[config.mk]
export PLATFORM = sky130hd
export DESIGN_NAME = psdpc_ctrl
export DESIGN_NICKNAME = d
export VERILOG_FILES = /design/src/psdpc_pkg.sv /design/src/psdpc_ctrl.sv
export SDC_FILE = /design/constraint.sdc
export NUM_CORES = 1
export LEC_CHECK = 0
export ABC_AREA = 1
export BUFFER_PORTS_ARGS = -buffer_cell sky130_fd_sc_hd__buf_2
export CAP_MARGIN = 20
export CELL_PAD_IN_SITES_DETAIL_PLACEMENT = 1
export CELL_PAD_IN_SITES_GLOBAL_PLACEMENT = 1
export CORE_MARGIN = 3
export CORE_UTILIZATION = 29
export CTS_CLUSTER_SIZE = 16
export DETAILED_ROUTE_END_ITERATION = 10
export HOLD_SLACK_MARGIN = 0.06
export PLACE_DENSITY_LB_ADDON = 0.1
export SYNTH_ARGS = -nofsm -noshare
export SYNTH_HDL_FRONTEND = slang
export SYNTH_SLANG_ARGS = --single-unit
[constraint.sdc]
create_clock -name clk -period 1.63 [get_ports clk]
set_input_delay 0.0815 -clock clk [delete_from_list [all_inputs] [get_ports clk]]
set_output_delay 0.0815 -clock clk [all_outputs]
set_load 0.01 [all_outputs]
[src/psdpc_pkg.sv]
package psdpc_pkg;

  localparam int ADDR_W = 32;
  localparam int PORT_W = 16;
  localparam int CNT_W  = 17;
  localparam int IDX_W  = 6;
  localparam int KEY_W  = IDX_W + PORT_W;
  localparam int VRD_W  = 2;

  localparam logic [VRD_W-1:0] VRD_LIKELY   = 2'd0;
  localparam logic [VRD_W-1:0] VRD_POSSIBLE = 2'd1;
  localparam logic [VRD_W-1:0] VRD_EMPTY    = 2'd2;

  localparam logic CFG_LIKELY   = 1'b0;
  localparam logic CFG_POSSIBLE = 1'b1;

  typedef struct packed {
    logic load;
    logic scan_clr;
    logic scan_src;
    logic scan_pair;
    logic scan_rep;
    logic ins_pair;
    logic ins_src;
    logic cnt_rd;
    logic cnt_wr;
    logic set_ovf;
    logic rep_fin;
  } cmd_t;

  typedef struct packed {
    logic src_hit;
    logic pair_hit;
    logic scan_end;
    logic src_full;
    logic pair_full;
    logic last;
  } sts_t;

endpackage

[src/psdpc_ctrl.sv]
module psdpc_ctrl (
  input  logic            clk,
  input  logic            rst_n,
  input  logic            start,
  output logic            busy,
  input  psdpc_pkg::sts_t sts,
  output psdpc_pkg::cmd_t cmd
);

  typedef enum logic [3:0] {
    S_IDLE, S_SRC, S_PAIR, S_INS, S_INS_NEW, S_CRD, S_CWR, S_DONE, S_REP, S_REP_FIN
  } state_t;

  state_t state_r, state_nxt;

  always_comb begin
    state_nxt = state_r;
    cmd       = '0;
    unique case (state_r)
      S_IDLE: begin
        if (start) begin
          cmd.load     = 1'b1;
          cmd.scan_clr = 1'b1;
          state_nxt    = S_SRC;
        end
      end
      S_SRC: begin
        cmd.scan_src = 1'b1;
        if (sts.src_hit) begin
          cmd.scan_clr = 1'b1;
          state_nxt    = S_PAIR;
        end else if (sts.scan_end) begin
          if (sts.src_full || sts.pair_full) begin
            cmd.set_ovf = 1'b1;
            state_nxt   = S_DONE;
          end else begin
            state_nxt = S_INS_NEW;
          end
        end
      end
      S_PAIR: begin
        if (sts.pair_hit) begin
          state_nxt = S_DONE;
        end else begin
          cmd.scan_pair = 1'b1;
          if (sts.scan_end) begin
            if (sts.pair_full) begin
              cmd.set_ovf = 1'b1;
              state_nxt   = S_DONE;
            end else begin
              state_nxt = S_INS;
            end
          end
        end
      end
      S_INS: begin
        cmd.ins_pair = 1'b1;
        state_nxt    = S_CRD;
      end
      S_INS_NEW: begin
        cmd.ins_pair = 1'b1;
        cmd.ins_src  = 1'b1;
        state_nxt    = S_DONE;
      end
      S_CRD: begin
        cmd.cnt_rd = 1'b1;
        state_nxt  = S_CWR;
      end
      S_CWR: begin
        cmd.cnt_wr = 1'b1;
        state_nxt  = S_DONE;
      end
      S_DONE: begin
        cmd.scan_clr = 1'b1;
        state_nxt    = sts.last ? S_REP : S_IDLE;
      end
      S_REP: begin
        cmd.scan_rep = 1'b1;
        if (sts.scan_end) begin
          state_nxt = S_REP_FIN;
        end
      end
      S_REP_FIN: begin
        cmd.rep_fin = 1'b1;
        state_nxt   = S_IDLE;
      end
      default: state_nxt = S_IDLE;
    endcase
  end

  always_ff @(posedge clk) begin
    if (!rst_n) begin
      state_r <= S_IDLE;
      busy    <= 1'b0;
    end else begin
      state_r <= state_nxt;
      busy    <= (state_nxt != S_IDLE);
    end
  end

endmodule

==> flow_summary.toml <==
[worst_hold_path]
hold_end = "state_r[2]"
min-delay-start = "rst_n"
timing.hold.worst_path_depth = 3
holdCritPathClass = "in -> reg"

[logic_synthesis]
synth_async_sr_flop_share_pct = 0
syn-cell-area_um2 = 448
synth_fp_nets = 95
synth_edf_count = 0
post_synth_mux_area_share_pct = 0
synth_top_cells_by_area = "sky130_fd_sc_hd__dfxtp_1 22%, sky130_fd_sc_hd__nor2_1 20%, sky130_fd_sc_hd__nand2_1 17%"
synth_compound_gate_area_share_pct = 10.1
netlist.area_leader.share_pct = 22.3
yosys.area_share.simple_pct = 53.4
postSynthAreaPerCell_um2 = 5.21
post_synth_most_frequent_cells = "24 x sky130_fd_sc_hd__nor2_1, 20 x sky130_fd_sc_hd__nand2_1, 13 x sky130_fd_sc_hd__inv_1, 8 x sky130_fd_sc_hd__nand3_1, 5 x sky130_fd_sc_hd__dfxtp_1"
synth_warnings = 0
syn-instance-count = 86
yosys_most_used_dff = "sky130_fd_sc_hd__dfxtp_1"
synth_top_area_cell = "sky130_fd_sc_hd__dfxtp_1"
seq_area_frac_synth_pct = 22.3
post_synth_fa_ha_maj_area_fraction_pct = 0
synthDistinctLibCells = 16
yosys_register_bits = 5
synth_most_common_cell = "sky130_fd_sc_hd__nor2_1"
post_synth_xor_area_fraction_pct = 0
combinational_family_with_the_most_area_after_synthesis = "simple AND/OR/NAND/NOR gates"

[routing]
drt-wirelength-per-cell_um = 11.1
overall_via_count_from_detail_route = 591
vias_per_cell = 4.73
post-route-drc-count = 0
final_antenna_net_count = 0
detail_route.wirelength_um = 1390
firstDrtPassIters = 4
drt_first_iter_violations = 8

[sta]
maxSlewHeadroom_pct = 82.1
post-route-period-util_pct = 88.2
skew_ps = 1.25
tightest_slew_ps = 267
timing.fmax_mhz = 696
rsz_0062_raised_after_global_routing = "no"
setup_viol_count_final = 0
final-max-slew-violation-count = 0
finalHoldViolations = 0
fin_tns_setup_ps = 0
time_the_final_worst_path_needs_with_i_o_delays_and_setup_ps = 1440
final.hold.worst_slack_ps = 74.6

[floorplanning]
placementRows = 13
design.core.area_um2 = 1370
initial_core_util_pct = 32.8
die_w_um = 45.3
top_level_port_count = 21
die_h_um = 45.3
die_area_um2 = 2050

[global_routing]
grt_pass1_wl_um = 2370
grt_start_max_net_pins = 8
total_grt_usage_pct = 16.1
grt_antenna_before_repair = 0
number_of_global_route_vias_before_repair = 569
global_route.overflow_total = 0

[cells_and_area]
multi_input_gate_area_um2 = 284
layout.filler_cells = 221
final_net_count = 120
layout-area-overhead-vs-synth_pct = 32.4
final-instance-count-excl-fill = 125
register_area_um2 = 100
drive_above_1_share_pct = 27.3
antennaDiodeCount = 0

[cts]
clock_tree.buffer_depth = 2
cts_max_level = 1
cts_hold_repair.buffers = 0
post_cts.resized_instances = 0
cts_setup_buffers = 0
clk_transition_reported_paths_ps = 40
ctsRootBufferMaster = "sky130_fd_sc_hd__clkbuf_4"
clock_sinks = 5
tritoncts_clock_tree = "done"
cts_inserted_buffers = 3
worstSkewPairLatency_ps = 240

[critical_path]
timing.critical_path.max_delay_family = "flip-flops"
setup.worst_path.class = "reg -> out"
slowest_stage = "sky130_fd_sc_hd__dfxtp_1"
worst_path_largest_cell_delay_ps = 380
crit_path_capture_type = "output port"
reg2reg_from = "state_r[2]"
timing.critical_path.required_ps = 1550
timing.critical_path.cells = "nor2_2 > nand2_1 > o31ai_1 > buf_2"
regToRegEndpoint = "busy"
worstPathBufferInverterCount = 1
reg2reg_depth = 7
critical_path_arrival_ps = 1360
critical_path.max_fanout = 7
rrSetupSlack_ps = 340
cp-start-kind = "register"

[pwr]
switchingPower_mw = 0.555
clock_power_share_pct = 13.5
power_per_cell_area_nw_per_um2 = 1800
cellInternalPower_mw = 0.509
sw_frac_of_total_pct = 52.2
share_comb_of_total_power_pct = 63.9
power.leakage_nw = 0.370
power_frac_seq_pct = 22.5
vdd.ir_drop.worst_v = 0.000810

[status]
status = "complete, no violations"

[placed_design]
placement.io_buffers = 20
dpl.cell_count = 121
place.detailed.hpwl_um = 1200
gp_congestion = 0.802

[job]
max_cap_violations = 0
## cell families after synthesis
logic type	after synthesis
AO/OA/AOI/OAI	7
buffers and inverters	17
flip-flops	5
AND/OR/NAND/NOR	57
## power groups by stage
| stage | sequential [mW] | clock [mW] | combinational [mW] |
|---|---|---|---|
| floorplan | 0.234 | 0 | 0.484 |
| global placement | 0.239 | 0 | 0.687 |
| detailed placement | 0.243 | 0 | 0.694 |
| CTS | 0.241 | 0.154 | 0.696 |
| global route | 0.251 | 0.167 | 0.790 |
| finish | 0.240 | 0.144 | 0.681 |
## through the flow
step	total power [mW]	worst slack [ps]	cell area (µm²)	util [%]
6_report	1.06	192	593	43.4
5_1_grt	1.21	65.3	593	43.4
4_1_cts	1.09	157	593	43.4
3_5_place_dp	0.937	311	567	41.5
3_3_place_gp	0.926	305	567	41.5
2_1_floorplan	0.719	521	448	-
## state kept, by name (all words and copies together) (netlist names)
name and count:
state_r 4, busy 1
## layout make-up
| class | count | share of cell area (%) |
|---|---|---|
| multi-input cells | 64 | 47.9 |
| inverters | 17 | 10.8 |
| flip-flops and latches | 5 | 16.9 |
| well taps | 15 | 3.16 |
| clock buffers | 4 | 4.43 |
| repair buffers | 20 | 16.9 |
## tightest hold or removal path: cells and delay by family
kind	cells	cell delay [ps]
buffers and inverters	2	130
AOI/OAI and AO/OA	1	70
## worst max path at each step
stage / start / end / slack, ps / cells past startpoint
after detailed placement: state_r[2] / busy / 310 / 7
final: state_r[2] / cmd[1] / 190 / 4
after global routing: state_r[1] / cmd[1] / 70 / 5
after CTS: state_r[2] / cmd[1] / 160 / 4
after global placement: state_r[2] / busy / 310 / 7
after floorplan: state_r[2] / busy / 520 / 7
## per-layer routing
metal | vias up | GRT usage [%] | wire length, µm
li1 | 312 | - | -
met1 | 268 | 20.4 | 670
met2 | 9 | 25.7 | 659
met3 | 2 | 2.39 | 50
met4 | 0 | 8.77 | 12
met5 | - | 0 | 0
## cells in the final DEF, fill, tap and decap left out, drive strengths merged, types with 2 or more instances in the layout
master  synthesis  layout
inv            16      16
a21oi           3       3
nor3            2       2
nand3           8       8
buf             0      20
clkbuf          0       4
dfxtp           5       5
nand2          21      21
o21ai           2       2
nor2           26      26
(Power assumes the default switching activity.)
